File: config.mk
export PLATFORM = sky130hd
export DESIGN_NAME = framed_serial_receiver_crc16
export DESIGN_NICKNAME = d
export VERILOG_FILES = /design/src/rtl/frs_crc_pkg.sv /design/src/rtl/frs_in_stage.sv /design/src/rtl/frs_core.sv /design/src/rtl/framed_serial_receiver_crc16.sv
export SDC_FILE = /design/constraint.sdc
export NUM_CORES = 1
export LEC_CHECK = 0
export BUFFER_PORTS_ARGS = -buffer_cell sky130_fd_sc_hd__buf_2
export CORE_ASPECT_RATIO = 1.1
export CORE_MARGIN = 8
export CORE_UTILIZATION = 58
export CTS_CLUSTER_DIAMETER = 150
export DETAILED_ROUTE_END_ITERATION = 10
export PLACE_DENSITY = 0.78
export SKIP_CTS_REPAIR_TIMING = 1
export SYNTH_ARGS = -nofsm -noshare
export SYNTH_HDL_FRONTEND = slang
export SYNTH_HIERARCHICAL = 1
export SYNTH_SLANG_ARGS = --single-unit
File: constraint.sdc
create_clock -name i_clk -period 3.65 [get_ports i_clk]
set_clock_uncertainty 0.15 [all_clocks]
set_input_delay 0.5475 -clock i_clk [delete_from_list [all_inputs] [get_ports i_clk]]
set_output_delay 0.5475 -clock i_clk [all_outputs]
set_load 0.01 [all_outputs]
File: src/rtl/frs_crc_pkg.sv
// Shared types, constants and the CRC-16/MODBUS byte update for the
// framed serial receiver. No dependencies.
package frs_crc_pkg;

    // Frame and CRC constants
    localparam logic [15:0] CRC_INIT      = 16'hFFFF;
    localparam logic [15:0] CRC_POLY      = 16'hA001;
    localparam logic [7:0]  HDR_BYTE0     = 8'h53;  // 'S'
    localparam logic [7:0]  HDR_BYTE1     = 8'h54;  // 'T'
    localparam logic [7:0]  HDR_BYTE2     = 8'h3C;  // '<'
    localparam logic [7:0]  TRL_BYTE0     = 8'h3E;  // '>'
    localparam logic [7:0]  TRL_BYTE1     = 8'h45;  // 'E'
    localparam logic [7:0]  TRL_BYTE2     = 8'h54;  // 'T'
    localparam int          END_MIN_COUNT = 11;
    localparam int          MAX_FRAME_DEF = 256;

    // Field widths and stream data width
    localparam int BYTE_W   = 8;
    localparam int POS_W    = 8;
    localparam int STATUS_W = 2;
    localparam int LEN_W    = 9;
    localparam int S_DATA_W = 8;
    localparam int M_DATA_W = 32;

    // Frame status codes
    localparam logic [STATUS_W-1:0] ST_BUSY     = 2'd0;
    localparam logic [STATUS_W-1:0] ST_COMPLETE = 2'd1;
    localparam logic [STATUS_W-1:0] ST_BAD_HDR  = 2'd2;
    localparam logic [STATUS_W-1:0] ST_OVERFLOW = 2'd3;

    // One registered input byte
    typedef struct packed {
        logic              vld;
        logic [BYTE_W-1:0] data;
    } t_in_item;

    // One result item
    typedef struct packed {
        logic [LEN_W-1:0]    frame_length;
        logic [STATUS_W-1:0] frame_status;
        logic [POS_W-1:0]    byte_position;
        logic [BYTE_W-1:0]   byte_out;
    } t_result;

    // CRC-16/MODBUS, reflected, one byte
    function automatic logic [15:0] crc_add_byte(input logic [15:0] crc,
                                                 input logic [7:0]  b);
        logic [15:0] c;
        c = crc ^ {8'h00, b};
        for (int k = 0; k < 8; k++) begin
            if (c[0]) begin
                c = (c >> 1) ^ CRC_POLY;
            end else begin
                c = c >> 1;
            end
        end
        return c;
    endfunction

endpackage

File: src/rtl/frs_in_stage.sv
// Input register of the framed serial receiver: captures one byte per
// transfer. Depends on frs_crc_pkg.
module frs_in_stage (
    input  logic                         i_clk,
    input  logic                         i_rst_n,
    input  logic                         i_tvalid,
    output logic                         o_tready,
    input  logic [frs_crc_pkg::BYTE_W-1:0] i_tdata,
    input  logic                         i_take,
    output frs_crc_pkg::t_in_item        o_item
);

    logic                           r_vld;
    logic [frs_crc_pkg::BYTE_W-1:0] r_data;

    // room when empty or when the held byte moves on this cycle
    assign o_tready = !r_vld || i_take;

    always_ff @(posedge i_clk) begin
        if (!i_rst_n) begin
            r_vld <= 1'b0;
        end else if (o_tready) begin
            r_vld <= i_tvalid;
        end
    end

    // payload, no reset
    always_ff @(posedge i_clk) begin
        if (o_tready && i_tvalid) begin
            r_data <= i_tdata;
        end
    end

    assign o_item.vld  = r_vld;
    assign o_item.data = r_data;

endmodule

File: src/rtl/frs_core.sv
// Frame state, CRC tracking and result register of the framed serial
// receiver. Depends on frs_crc_pkg.
module frs_core #(
    parameter int MAX_FRAME = frs_crc_pkg::MAX_FRAME_DEF
) (
    input  logic                  i_clk,
    input  logic                  i_rst_n,
    input  frs_crc_pkg::t_in_item i_item,
    output logic                  o_take,
    output logic                  o_valid,
    input  logic                  i_ready,
    output frs_crc_pkg::t_result  o_result
);

    localparam int CW  = $clog2(MAX_FRAME + 1);
    localparam int EXT = (CW > frs_crc_pkg::LEN_W) ? CW : frs_crc_pkg::LEN_W;

    // frame state
    logic [CW-1:0] r_count;
    logic [15:0]   r_crc;
    logic [15:0]   r_crc_hist;
    logic [7:0]    r_recent [4];

    logic                 r_out_valid;
    frs_crc_pkg::t_result r_out;

    logic [CW-1:0]                    w_cnt;
    logic [EXT-1:0]                   w_cnt_ext;
    logic [EXT-1:0]                   w_pos_ext;
    logic [7:0]                       w_b;
    logic                             w_trailer_ok;
    logic [frs_crc_pkg::STATUS_W-1:0] w_status;
    logic [15:0]                      n_crc;

    // result register loads when empty or being drained
    assign o_take = i_item.vld && (!r_out_valid || i_ready);

    assign w_b       = i_item.data;
    assign w_cnt     = r_count + CW'(1);
    assign w_cnt_ext = EXT'(w_cnt);
    assign w_pos_ext = EXT'(r_count);
    assign n_crc     = frs_crc_pkg::crc_add_byte(r_crc, w_b);

    // trailer '>','E','T' then CRC high, low of all bytes before the last two
    assign w_trailer_ok = (r_recent[3] == frs_crc_pkg::TRL_BYTE0) &&
                          (r_recent[2] == frs_crc_pkg::TRL_BYTE1) &&
                          (r_recent[1] == frs_crc_pkg::TRL_BYTE2) &&
                          (r_recent[0] == r_crc_hist[15:8]) &&
                          (w_b == r_crc_hist[7:0]);

    // status decision, header first, completion before overflow
    always_comb begin
        w_status = frs_crc_pkg::ST_BUSY;
        if (w_cnt == CW'(1) && w_b != frs_crc_pkg::HDR_BYTE0) begin
            w_status = frs_crc_pkg::ST_BAD_HDR;
        end else if (w_cnt == CW'(2) && w_b != frs_crc_pkg::HDR_BYTE1) begin
            w_status = frs_crc_pkg::ST_BAD_HDR;
        end else if (w_cnt == CW'(3) && w_b != frs_crc_pkg::HDR_BYTE2) begin
            w_status = frs_crc_pkg::ST_BAD_HDR;
        end else if (w_cnt > CW'(frs_crc_pkg::END_MIN_COUNT) && w_trailer_ok) begin
            w_status = frs_crc_pkg::ST_COMPLETE;
        end else if (w_cnt >= CW'(MAX_FRAME)) begin
            w_status = frs_crc_pkg::ST_OVERFLOW;
        end
    end

    // frame state update, cleared when a frame ends for any reason
    always_ff @(posedge i_clk) begin
        if (!i_rst_n) begin
            r_count    <= '0;
            r_crc      <= frs_crc_pkg::CRC_INIT;
            r_crc_hist <= frs_crc_pkg::CRC_INIT;
            for (int k = 0; k < 4; k++) begin
                r_recent[k] <= '0;
            end
        end else if (o_take) begin
            if (w_status != frs_crc_pkg::ST_BUSY) begin
                r_count    <= '0;
                r_crc      <= frs_crc_pkg::CRC_INIT;
                r_crc_hist <= frs_crc_pkg::CRC_INIT;
                for (int k = 0; k < 4; k++) begin
                    r_recent[k] <= '0;
                end
            end else begin
                r_count    <= w_cnt;
                r_crc      <= n_crc;
                r_crc_hist <= r_crc;
                r_recent[0] <= w_b;
                for (int k = 1; k < 4; k++) begin
                    r_recent[k] <= r_recent[k-1];
                end
            end
        end
    end

    // output valid
    always_ff @(posedge i_clk) begin
        if (!i_rst_n) begin
            r_out_valid <= 1'b0;
        end else if (o_take) begin
            r_out_valid <= 1'b1;
        end else if (i_ready) begin
            r_out_valid <= 1'b0;
        end
    end

    // output payload
    always_ff @(posedge i_clk) begin
        if (o_take) begin
            r_out.byte_out      <= w_b;
            r_out.byte_position <= w_pos_ext[frs_crc_pkg::POS_W-1:0];
            r_out.frame_status  <= w_status;
            r_out.frame_length  <= (w_status == frs_crc_pkg::ST_COMPLETE) ?
                                   w_cnt_ext[frs_crc_pkg::LEN_W-1:0] : '0;
        end
    end

    assign o_valid  = r_out_valid;
    assign o_result = r_out;

endmodule

File: src/rtl/framed_serial_receiver_crc16.sv
// Framed serial receiver with CRC-16/MODBUS check, top level.
// Depends on frs_crc_pkg, frs_in_stage and frs_core.
//
// Takes one received byte per transfer and returns one result per byte: the
// byte, its index in the frame, the frame status and, on completion, the
// frame length. A frame opens with 'S','T','<'; from the twelfth byte on it
// completes when '>','E','T' is followed by the CRC-16/MODBUS (high byte
// first) of all bytes before those two. A bad header byte or MAX_FRAME bytes
// without completion discard the frame. One byte is accepted every clock
// cycle while the output side keeps tready high. Each result passes the input
// register, then the CRC byte update and frame checks into the result register,
// before it is offered on the output.
module framed_serial_receiver_crc16 #(
    parameter int MAX_FRAME = frs_crc_pkg::MAX_FRAME_DEF
) (
    input  logic                             i_clk,
    input  logic                             i_rst_n,
    input  logic                             s_axis_tvalid,
    output logic                             s_axis_tready,
    // [7:0] rx_byte
    input  logic [frs_crc_pkg::S_DATA_W-1:0] s_axis_tdata,
    output logic                             m_axis_tvalid,
    input  logic                             m_axis_tready,
    // [7:0] byte_out, [15:8] byte_position, [17:16] frame_status,
    // [26:18] frame_length, [31:27] zero
    output logic [frs_crc_pkg::M_DATA_W-1:0] m_axis_tdata
);

    localparam int RES_W = $bits(frs_crc_pkg::t_result);

    frs_crc_pkg::t_in_item w_item;
    frs_crc_pkg::t_result  w_result;
    logic                  w_take;

    frs_in_stage u_in_stage (
        .i_clk    (i_clk),
        .i_rst_n  (i_rst_n),
        .i_tvalid (s_axis_tvalid),
        .o_tready (s_axis_tready),
        .i_tdata  (s_axis_tdata),
        .i_take   (w_take),
        .o_item   (w_item)
    );

    frs_core #(
        .MAX_FRAME (MAX_FRAME)
    ) u_core (
        .i_clk    (i_clk),
        .i_rst_n  (i_rst_n),
        .i_item   (w_item),
        .o_take   (w_take),
        .o_valid  (m_axis_tvalid),
        .i_ready  (m_axis_tready),
        .o_result (w_result)
    );

    // result fields packed from the lowest bit up, zero filled
    assign m_axis_tdata = {{(frs_crc_pkg::M_DATA_W - RES_W){1'b0}}, w_result};

endmodule

==> results.py, run 1 <==
metrics = {
    "placement": {
        "place_area_mm2": 0.004803,
        "place_ws_ps": 624.9,
        "gp_congestion": 0.8811,
        "place_inst": 521,
        "io_buffers": 40,
        "dp_hpwl_um": 5891,
    },
    "critical_path": {
        "critical_path.slowest_cell": "or4_4",
        "crit_chain": "ha_1, nand4_1, mux2i_1, a31oi_1, or4_4, nand4_2, buf_12, nor2_1",
        "cp-end-kind": "flop",
        "path_max_fanout": 44,
        "critPathKind": "flop to flop",
        "slowest_delay_ps": 670,
        "critPathRequiredTime_ps": 3620,
        "arrival_ps": 3030,
        "cp_top_family": "simple AND/OR/NAND/NOR gates",
        "path_buf_inv": 1,
        "critPathLaunchType": "flop",
    },
    "drt": {
        "post_drt_via_cell_ratio": 5.393,
        "ant_nets": 0,
        "vias": 2896,
        "drtPass1Iterations": 4,
        "drt_iter0_drc": 147,
        "drc_errors": 0,
        "routedWlPerCell_um": 15.76,
        "finalWirelength_um": 8464,
    },
    "synth": {
        "synth_ff_type": "edfxtp_1",
        "synth_edf_count": 59,
        "synth_seq_cells": 105,
        "ys_seq_area_share_pct": 59.17,
        "synthCells": 389,
        "synth_area_mm2": 0.004551,
        "syn_area_per_cell_um2": 11.70,
        "async_flop_share_pct": 0,
        "yosys_warnings": 6,
        "yosys.cell_types.count": 52,
    },
    "floorplan": {
        "die_area_mm2": 0.01094,
        "die_w_um": 100.5,
        "ios": 46,
        "core_mm2": 0.007742,
        "initial_utilization_pct": 58.78,
        "die_h_um": 108.9,
        "rows": 34,
    },
    "finish": {
        "syn_to_final_growth_pct": 9.293,
        "drive_gt1_share_pct": 15.62,
        "diodes": 0,
        "fin_area_mm2": 0.004974,
        "nFillCells": 644,
        "final_cells": 537,
        "layout.nets": 440,
    },
    "cts": {
        "clock_path_buffers": 2,
        "cts_sinks": 105,
        "clkLatencyLatePin_ps": 360,
        "tritoncts": "built",
        "root_buffer": "clkbuf_8",
        "clkTransAtPathRegs_ps": 100,
        "htreeDepth": 3,
        "numCtsBuffers": 9,
    },
    "timing": {
        "slew_viol_final": 0,
        "relSlewSlack_pct": 57.75,
        "max_freq_mhz": 326.6,
        "finalSetupTns_ps": 0,
        "worstMarginPinSlew_ps": 633.0,
        "period_needed_ps": 3062,
        "post-route-period-util_pct": 83.89,
        "rsz0062_at_grt": "false",
        "worst_slack_ps": 587.8,
        "final_hold_viol_count": 0,
        "final-setup-viol-count": 0,
    },
    "hold_path": {
        "hold_class": "input pin to flop",
    },
    "global_route": {
        "grt_pass1_vias": 2860,
        "grt_max_degree": 45,
        "grt_pass1_wl_um": 14200,
        "globalRoute.busiestLayer": "met2",
        "met1_usage_pct": 20.36,
        "grt_util_met3_pct": 4.406,
        "grt_usage_pct": 16.69,
        "grt-ovfl-total": 0,
        "grt_use_met2_pct": 27.74,
        "antenna_found_initial": 0,
    },
    "power_and_ir_drop": {
        "p_sw_mw": 0.5001,
        "seq_power_share_pct": 62.4,
        "p_leak_nw": 1.836,
        "p_comb_share_pct": 7.2,
        "p_sw_share_pct": 23.71,
        "p_total_mw": 2.110,
        "power.share.clock_pct": 30.4,
        "p_int_mw": 1.610,
        "ir_worst_vdd_uv": 304.0,
        "powerDensity_mw_per_mm2": 424.2,
    },
    "status": {
        "status": "completed",
    },
    "flow_run": {
        "cap_violations": 0,
    },
}
-- stage by stage --
| stage | utilization (%) | hold WS [ps] |
|---|---|---|
| floorplan | - | 256.4 |
| global placement | 62.04 | 291.3 |
| detailed placement | 62.04 | 305.5 |
| CTS | 64.24 | 190.0 |
| global route | 64.24 | 171.9 |
| finish | 64.24 | 200.5 |
-- registers in the layout, indices dropped and copies added (netlist names) --
| signal | flops |
|---|---|
| u_in_stage/r_vld | 1 |
| u_core/r_recent | 32 |
| u_core/r_count | 9 |
| u_core/o_result | 27 |
| u_core/r_crc | 16 |
| u_in_stage/r_data | 8 |
| u_core/o_valid | 1 |
| u_core/r_crc_hist | 11 |
-- layout by cell type (no fill, tap or decap), drive strengths merged, types with 4 or more instances in the layout --
cell type,n
a21boi,11
a32oi,4
and3,13
buf,46
clkbuf,11
conb,5
dfxtp,46
edfxtp,59
ha,4
inv,37
nand2,16
nand3,5
nand4,19
nor2,41
o22a,26
xnor2,28
xor2,15
-- cells by family (layout without fill, tap and decap cells) --
group                      Yosys count  after routing  share of synthesized area (%)
and+or+nand+nor                    117            117                          14.08
DFF                                105            105                          59.17
buffers and inverters               60             96                          6.214
AOI/OAI and AO/OA                   57             57                          10.34
xor gates and xnor gates            44             44                          8.799
adders and majority gates            4              4                          1.100
other                                1              5                        0.08241
muxes                                1              1                         0.2200
-- path summary, 6_finish.rpt --
| kind | from | endpoint | slack [ps] | cells past startpoint |
|---|---|---|---|---|
| max | u_core/r_count[0] | u_core/r_recent[3][6] | 590 | 8 |
| min | s_axis_tdata[1] | u_in_stage/r_data[1] | 200 | 1 |
| max reg2reg | u_core/r_count[0] | u_core/r_recent[3][6] | 590 | 8 |
| min reg2reg | u_core/r_crc[9] | u_core/r_crc[1] | 320 | 1 |
-- routing by layer --
metal  wire length, um  vias to the layer above
li1                  -                     1434
met1              3709                     1391
met2              4174                       55
met3               369                       16
met4               211                        0
met5                 0                        -
-- area by class of cell --
class	instances	area (um2)	area share, %
sequential	105	2693	54.14
multi-input combinational	228	1590	31.97
timing repair buffer	46	257.7	5.182
tap	108	135.1	2.717
clock buffer	11	131.4	2.642
inverter	34	127.6	2.566
clock inverter	5	38.79	0.7799
-- worst reg2reg max path, delay by kind of cell, from the launching register on --
| kind | cells | cell delay [ps] |
|---|---|---|
| DFF | 1 | 510 |
| AOI/OAI and AO/OA | 1 | 160 |
| buffers and inverters | 1 | 260 |
| muxes | 1 | 180 |
| adders and majority gates | 1 | 310 |
| and+or+nand+nor | 4 | 1260 |
-- cell usage after synthesis, types with 2 or more instances --
| library cell | instances | area, um2 |
|---|---|---|
| a21boi_0 | 10 | 75.07 |
| a21oi_1 | 2 | 10.01 |
| a31oi_1 | 2 | 12.51 |
| a32oi_1 | 4 | 35.03 |
| and3_1 | 13 | 81.33 |
| buf_2 | 4 | 20.02 |
| buf_4 | 6 | 45.04 |
| buf_6 | 4 | 45.04 |
| clkbuf_1 | 11 | 41.29 |
| dfxtp_1 | 46 | 920.9 |
| edfxtp_1 | 59 | 1772 |
| ha_1 | 4 | 50.05 |
| inv_1 | 34 | 127.6 |
| nand2_1 | 16 | 60.06 |
| nand2b_1 | 2 | 12.51 |
| nand3_1 | 5 | 25.02 |
| nand4_1 | 18 | 112.6 |
| nand4b_1 | 2 | 17.52 |
| nor2_1 | 41 | 153.9 |
| nor2b_1 | 2 | 12.51 |
| nor4b_1 | 3 | 26.28 |
| nor4bb_1 | 3 | 30.03 |
| o22a_1 | 26 | 227.7 |
| o31ai_1 | 3 | 22.52 |
| xnor2_1 | 28 | 245.2 |
| xor2_1 | 15 | 131.4 |
-- power groups by stage --
stage	clock [mW]	combinational [mW]	sequential, mW
floorplan	0	0.105	1.34
global placement	0	0.150	1.34
detailed placement	0	0.153	1.34
CTS	0.653	0.154	1.32
global route	0.702	0.168	1.32
finish	0.642	0.152	1.32
(Power assumes the default switching activity.)
==> inputs of run 2 (changes only) <==
--- a/config.mk
+++ b/config.mk
@@ -5,10 +5,11 @@
 export SDC_FILE = /design/constraint.sdc
 export NUM_CORES = 1
 export LEC_CHECK = 0
+export ABC_AREA = 1
 export BUFFER_PORTS_ARGS = -buffer_cell sky130_fd_sc_hd__buf_2
 export CORE_ASPECT_RATIO = 1.1
 export CORE_MARGIN = 8
-export CORE_UTILIZATION = 58
+export CORE_UTILIZATION = 59
 export CTS_CLUSTER_DIAMETER = 150
 export DETAILED_ROUTE_END_ITERATION = 10
 export PLACE_DENSITY = 0.78
==> constraint.sdc (replaced) <==
create_clock -name i_clk -period 2.9 [get_ports i_clk]
set_clock_uncertainty 0.15 [all_clocks]
set_input_delay 0.435 -clock i_clk [delete_from_list [all_inputs] [get_ports i_clk]]
set_output_delay 0.435 -clock i_clk [all_outputs]
set_load 0.01 [all_outputs]
==> run 2 against run 1 <==
Compared with the run above:
- routed wire length grew 19%
- synthesized cell count grew 42%
- largest cell class unchanged
- critical path type unchanged
- worst setup slack lost 310 ps
- power grew 27%
- critical endpoint is now u_core/r_recent[3][5]
- hold slack lost 120 ps
- first-iteration DRC count grew 54%
==> results.py, run 2 <==
metrics = {
    "status": {
        "status": "completed",
    },
    "drt": {
        "post_drt_via_cell_ratio": 5.289,
        "drc_errors": 0,
        "drt_iter0_drc": 227,
        "vias": 3755,
        "drtPass1Iterations": 5,
        "routedWlPerCell_um": 14.20,
        "ant_nets": 0,
        "finalWirelength_um": 10080,
    },
    "power_and_ir_drop": {
        "powerDensity_mw_per_mm2": 499.8,
        "p_total_mw": 2.675,
        "ir_worst_vdd_uv": 332.6,
        "p_leak_nw": 2.355,
    },
    "synth": {
        "synthCells": 551,
        "synth_common_cells": "149 x nand2_1, 77 x inv_1, 59 x edfxtp_1, 59 x nor2_1, 46 x dfxtp_1",
        "synth_edf_count": 59,
        "async_flop_share_pct": 0,
        "yosys.cell_types.count": 39,
        "syn_area_per_cell_um2": 8.852,
        "yosysMostFrequentCell": "nand2_1",
        "synth_top_area_share_pct": 36.33,
        "yosysTopAreaCell": "edfxtp_1",
        "synth_area_mm2": 0.004877,
        "ys_seq_area_share_pct": 55.21,
        "yosys_warnings": 6,
        "ys_top_cells_by_area": "edfxtp_1 36%, dfxtp_1 19%, nand2_1 11%",
        "synth_ff_type": "edfxtp_1",
        "synth_seq_cells": 105,
    },
    "finish": {
        "diodes": 0,
        "layout.nets": 613,
        "drive_gt1_share_pct": 15.95,
        "mostFrequentLayoutCell": "nand2_1",
        "largest_reg_flops": 32,
        "final_cell_mix": "149 x nand2_1, 77 x inv_1, 59 x nor2_1, 59 x edfxtp_1, 46 x dfxtp_1",
        "syn_to_final_growth_pct": 9.749,
        "top_register": "u_core/r_recent",
        "nFillCells": 636,
    },
    "placement": {
        "dp_hpwl_um": 7379,
        "io_buffers": 40,
        "gp_congestion": 0.8734,
    },
    "hold_path": {
        "worstHoldStart": "s_axis_tdata[3]",
        "min_path_cells": 1,
        "hold_class": "input pin to flop",
        "min_to": "u_in_stage/r_data[3]",
    },
    "cts": {
        "clock_path_buffers": 2,
        "numCtsBuffers": 9,
        "tritoncts": "built",
        "clkLatencyLatePin_ps": 370,
        "root_buffer": "clkbuf_8",
        "cts_sinks": 105,
        "clkTransAtPathRegs_ps": 100,
        "htreeDepth": 3,
    },
    "critical_path": {
        "path_max_fanout": 21,
        "cp-end-kind": "flop",
        "rrSetupSlack_ps": 280,
        "critPathKind": "flop to flop",
        "critPathLaunchType": "flop",
        "timing.rr.start": "u_core/r_count[0]",
        "r2r_end": "u_core/r_recent[3][5]",
        "arrival_ps": 2600,
        "ff2ff_path_depth": 13,
        "critPathRequiredTime_ps": 2880,
    },
    "floorplan": {
        "ios": 46,
        "core_mm2": 0.007955,
        "rows": 34,
        "die_area_mm2": 0.01144,
        "initial_utilization_pct": 61.31,
        "die_w_um": 102.7,
        "die_h_um": 111.4,
    },
    "global_route": {
        "globalRoute.busiestLayer": "met2",
        "grt_usage_pct": 18.59,
        "grt_pass1_wl_um": 16790,
        "grt-ovfl-total": 0,
        "grt_max_degree": 25,
        "antenna_found_initial": 0,
        "grt_util_met3_pct": 4.112,
        "met1_usage_pct": 22.26,
        "grt_pass1_vias": 3595,
        "grt_use_met2_pct": 31.44,
    },
    "flow_run": {
        "cap_violations": 0,
    },
    "timing": {
        "relSlewSlack_pct": 51.41,
        "slew_viol_final": 0,
        "finalSetupTns_ps": 0,
        "post-route-period-util_pct": 90.36,
        "rsz0062_at_grt": "false",
        "worstMarginPinSlew_ps": 728.0,
        "final_hold_viol_count": 0,
        "final-setup-viol-count": 0,
        "period_needed_ps": 2620,
        "max_freq_mhz": 381.6,
    },
}
run 2: power by group:
part	total (mW)	switching [mW]	internal (mW)
Combinational	0.211	0.146	0.0648
Sequential	1.66	0.0305	1.63
Clock	0.808	0.491	0.317
Total	2.68	0.668	2.01
run 2: cell type report:
cell class / count / area (um2) / area share, %
flip-flops and latches: 105 / 2693 / 50.30
multi-input cells: 350 / 1773 / 33.12
inverters: 84 / 315.3 / 5.891
repair buffers: 47 / 265.3 / 4.956
well taps: 108 / 135.1 / 2.525
clock buffers: 11 / 131.4 / 2.454
clock inverters: 5 / 40.04 / 0.7480
run 2: logic make-up after synthesis:
family                     Yosys count  synth area share, %
buffers and inverters              100                8.748
AOI/OAI and AO/OA                   51                6.542
adders and majority gates            4                1.026
other                                1              0.07689
and+or+nand+nor                    279                26.14
xor gates and xnor gates            11                2.257
DFF                                105                55.21
run 2: worst max-delay path by stage:
stage | end | cells past startpoint | startpoint
after global placement | u_core/r_recent[0][3] | 13 | u_core/r_count[0]
after global routing | u_core/r_crc[0] | 16 | u_core/r_count[0]
after CTS | u_core/r_crc[0] | 16 | u_core/r_count[0]
after detailed placement | u_core/r_recent[3][2] | 13 | u_core/r_count[0]
after floorplan | u_core/r_recent[0][0] | 7 | m_axis_tready
final | u_core/r_recent[3][5] | 13 | u_core/r_count[0]
run 2: per-stage QoR:
stage / hold WS, ps / area (um2) / instances / setup slack, ps / util (%)
floorplan: 291.2 / 4892 / 555 / 190.1 / -
global placement: 297.3 / 5181 / 694 / 443.7 / 65.13
detailed placement: 306.7 / 5181 / 694 / 320.7 / 65.13
CTS: 69.83 / 5353 / 710 / 304.8 / 67.29
global route: 56.32 / 5353 / 710 / 90.45 / 67.29
finish: 77.67 / 5353 / 710 / 279.6 / 67.29
run 2: worst max-delay path, cell delays in order (launching register included):
cell and delay, ps:
dfxtp_1 460, ha_1 220, nand2_2 90, nor2_2 160, nand3_2 120, nand2_4 130, nand2_2 80, nor2_1 130
nand3_2 120, nand4_4 120, inv_2 60, nand2_2 230, buf_12 240, nor2_1 60
run 2: metal layers:
metal	part of all wire, %	up-vias
met4	1.9	0
met3	6.9	15
met2	51	123
li1	-	1850
met1	40	1767
met5	0	-
==> inputs of run 3 (changes only) <==
--- a/config.mk
+++ b/config.mk
@@ -7,12 +7,13 @@
 export LEC_CHECK = 0
 export ABC_AREA = 1
 export BUFFER_PORTS_ARGS = -buffer_cell sky130_fd_sc_hd__buf_2
-export CORE_ASPECT_RATIO = 1.1
+export CORE_ASPECT_RATIO = 0.9
 export CORE_MARGIN = 8
-export CORE_UTILIZATION = 59
+export CORE_UTILIZATION = 53
 export CTS_CLUSTER_DIAMETER = 150
 export DETAILED_ROUTE_END_ITERATION = 10
-export PLACE_DENSITY = 0.78
+export HOLD_SLACK_MARGIN = 0.15
+export PLACE_DENSITY = 0.71
 export SKIP_CTS_REPAIR_TIMING = 1
 export SYNTH_ARGS = -nofsm -noshare
 export SYNTH_HDL_FRONTEND = slang
==> run 3 against run 2 <==
Compared with the run above:
- routed wire length rose by 1.9%
- cell count grew 3.2%
- final area grew 2.4%
- power increased by 3.5%
- sequential power hardly changed
- non-clock buffer count is 9 higher
- clock-buffer cell count down 1
- critical path type unchanged
- critical endpoint is now u_core/r_recent[0][0]
- largest power group unchanged
- highest routed layer unchanged
==> results.py, run 3 (synthesis results as in run 2) <==
metrics = {
    "status": {
        "status": "completed",
    },
    "critical_path": {
        "ff2ff_path_depth": 13,
        "cp-end-kind": "flop",
        "r2r_end": "u_core/r_recent[0][0]",
        "critPathLaunch": "u_core/r_count[0]",
        "arrival_ps": 2540,
        "cp_common_cell": "nand2_2",
        "crit_chain": "ha_1, nand2_2, nor2_2, nand3_2, nand2_4, nand2_2, nor2_1, nand3_2, nand4_4, inv_2, nand2_2, buf_12, nor2_1",
        "path_buf_inv": 2,
        "rrSetupSlack_ps": 330,
        "critPathRequiredTime_ps": 2870,
        "timing.rr.start": "u_core/r_count[0]",
        "path_max_fanout": 19,
        "critPathKind": "flop to flop",
        "crit_cells": 13,
        "cp_top_family": "simple AND/OR/NAND/NOR gates",
        "endpoint": "u_core/r_recent[0][0]",
        "critical_path.slowest_cell": "dfxtp_1",
        "critPathLaunchType": "flop",
        "slowest_delay_ps": 450,
    },
    "drt": {
        "drc_errors": 0,
        "vias": 3666,
        "finalWirelength_um": 10270,
        "m1WireLength_um": 4547,
        "drt_iter0_drc": 247,
        "drtPass1Iterations": 6,
        "wl_met3_um": 554,
        "routed.top_layer": "met4",
        "routedWlPerCell_um": 14.01,
        "post_drt_via_cell_ratio": 5.001,
        "wl_met2_um": 4974,
        "ant_nets": 0,
    },
    "finish": {
        "drive_gt1_share_pct": 15.88,
        "area.sequential_mm2": 0.002693,
        "final_cells": 733,
        "top_register": "u_core/r_recent",
        "mostFrequentLayoutCell": "nand2_1",
        "diodes": 0,
        "final_cell_mix": "149 x nand2_1, 77 x inv_1, 59 x nor2_1, 59 x edfxtp_1, 46 x dfxtp_1",
        "layout.nets": 622,
        "largest_reg_flops": 32,
        "nFillCells": 787,
        "multi_input_area_mm2": 0.001773,
        "syn_to_final_growth_pct": 12.39,
    },
    "timing": {
        "max_freq_mhz": 389.5,
        "final_hold_viol_count": 0,
        "worst_slack_ps": 332.3,
        "finalSetupTns_ps": 0,
        "period_needed_ps": 2568,
        "relSlewSlack_pct": 49.36,
        "post-route-period-util_pct": 88.54,
        "rsz0062_at_grt": "false",
        "worstMarginPinSlew_ps": 758.7,
        "slew_viol_final": 0,
        "final-setup-viol-count": 0,
    },
    "power_and_ir_drop": {
        "p_leak_nw": 2.411,
        "ir_worst_vdd_uv": 321.6,
        "p_sw_share_pct": 24.07,
        "seq_power_share_pct": 59.8,
        "powerDensity_mw_per_mm2": 505.0,
        "p_sw_mw": 0.6663,
        "power.share.clock_pct": 32.0,
        "p_total_mw": 2.768,
        "p_comb_share_pct": 8.1,
        "p_int_mw": 2.102,
    },
    "cts": {
        "clkTransAtPathRegs_ps": 90,
        "cts_sinks": 105,
        "clkLatencyLatePin_ps": 360,
        "tritoncts": "built",
        "clock_path_buffers": 2,
        "root_buffer": "clkbuf_8",
        "htreeDepth": 3,
        "numCtsBuffers": 9,
    },
    "floorplan": {
        "rows": 33,
        "core_mm2": 0.009042,
        "die_h_um": 107.0,
        "die_w_um": 117.1,
        "die_area_mm2": 0.01253,
        "ios": 46,
        "initial_utilization_pct": 53.94,
    },
    "placement": {
        "place_ws_ps": 348.5,
        "dp_hpwl_um": 7609,
        "place_inst": 709,
        "gp_congestion": 0.8688,
        "io_buffers": 40,
    },
    "flow_run": {
        "cap_violations": 0,
    },
    "global_route": {
        "grt_max_degree": 25,
        "grt_usage_pct": 17.37,
        "grt_pass1_wl_um": 17030,
        "grt-ovfl-total": 0,
        "antenna_found_initial": 0,
        "grt_pass1_vias": 3585,
    },
    "hold_path": {
        "hold_class": "input pin to flop",
    },
}
==> run 3: per-layer routing <==
| layer | vias up | GRT usage (%) |
|---|---|---|
| met5 | - | 0 |
| met4 | 0 | 5.936 |
| met3 | 19 | 3.876 |
| met2 | 97 | 29.23 |
| met1 | 1682 | 21.47 |
| li1 | 1868 | - |
==> run 3: stage by stage <==
step | util (%) | area, um2 | hold slack (ps)
2_1_floorplan | - | 4892 | 291.2
3_3_place_gp | 57.58 | 5206 | 304.7
3_5_place_dp | 57.58 | 5206 | 312.9
4_1_cts | 59.73 | 5401 | 85.57
5_1_grt | 60.62 | 5482 | 199.2
6_report | 60.62 | 5482 | 200.1
==> run 3: power by group through the flow <==
| stage | Clock [mW] | Combinational (mW) | Sequential (mW) |
|---|---|---|---|
| after floorplan | 0 | 0.137 | 1.69 |
| after global placement | 0 | 0.211 | 1.69 |
| after detailed placement | 0 | 0.216 | 1.69 |
| after CTS | 0.912 | 0.218 | 1.66 |
| after global routing | 0.965 | 0.250 | 1.66 |
| final | 0.886 | 0.225 | 1.66 |
==> run 3: worst min path at each step <==
stage | start | slack [ps] | to | depth (start not counted)
5_1_grt | m_axis_tready | 200 | u_core/o_valid | 4
6_report | m_axis_tready | 200 | u_core/o_valid | 4
4_1_cts | s_axis_tdata[0] | 90 | u_in_stage/r_data[0] | 1
3_3_place_gp | u_core/r_crc[12] | 300 | u_core/r_crc[4] | 2
2_1_floorplan | u_core/r_crc[9] | 290 | u_core/r_crc[1] | 2
3_5_place_dp | u_core/r_crc[9] | 310 | u_core/r_crc[1] | 2
==> run 3: worst reg2reg max path, cell delays in order (launching register included) <==
cell	delay, ps
dfxtp_1	450
ha_1	220
nand2_2	80
nor2_2	150
nand3_2	110
nand2_4	120
nand2_2	70
nor2_1	140
nand3_2	120
nand4_4	120
inv_2	60
nand2_2	230
buf_12	240
nor2_1	70
==> run 3: layout make-up <==
| type | count | area share (%) |
|---|---|---|
| clock buffers | 10 | 2.328 |
| clock inverters | 6 | 1.233 |
| inverters | 84 | 5.752 |
| multi-input cells | 350 | 32.34 |
| flip-flops and latches | 105 | 49.12 |
| well taps | 122 | 2.785 |
| repair buffers | 56 | 6.437 |
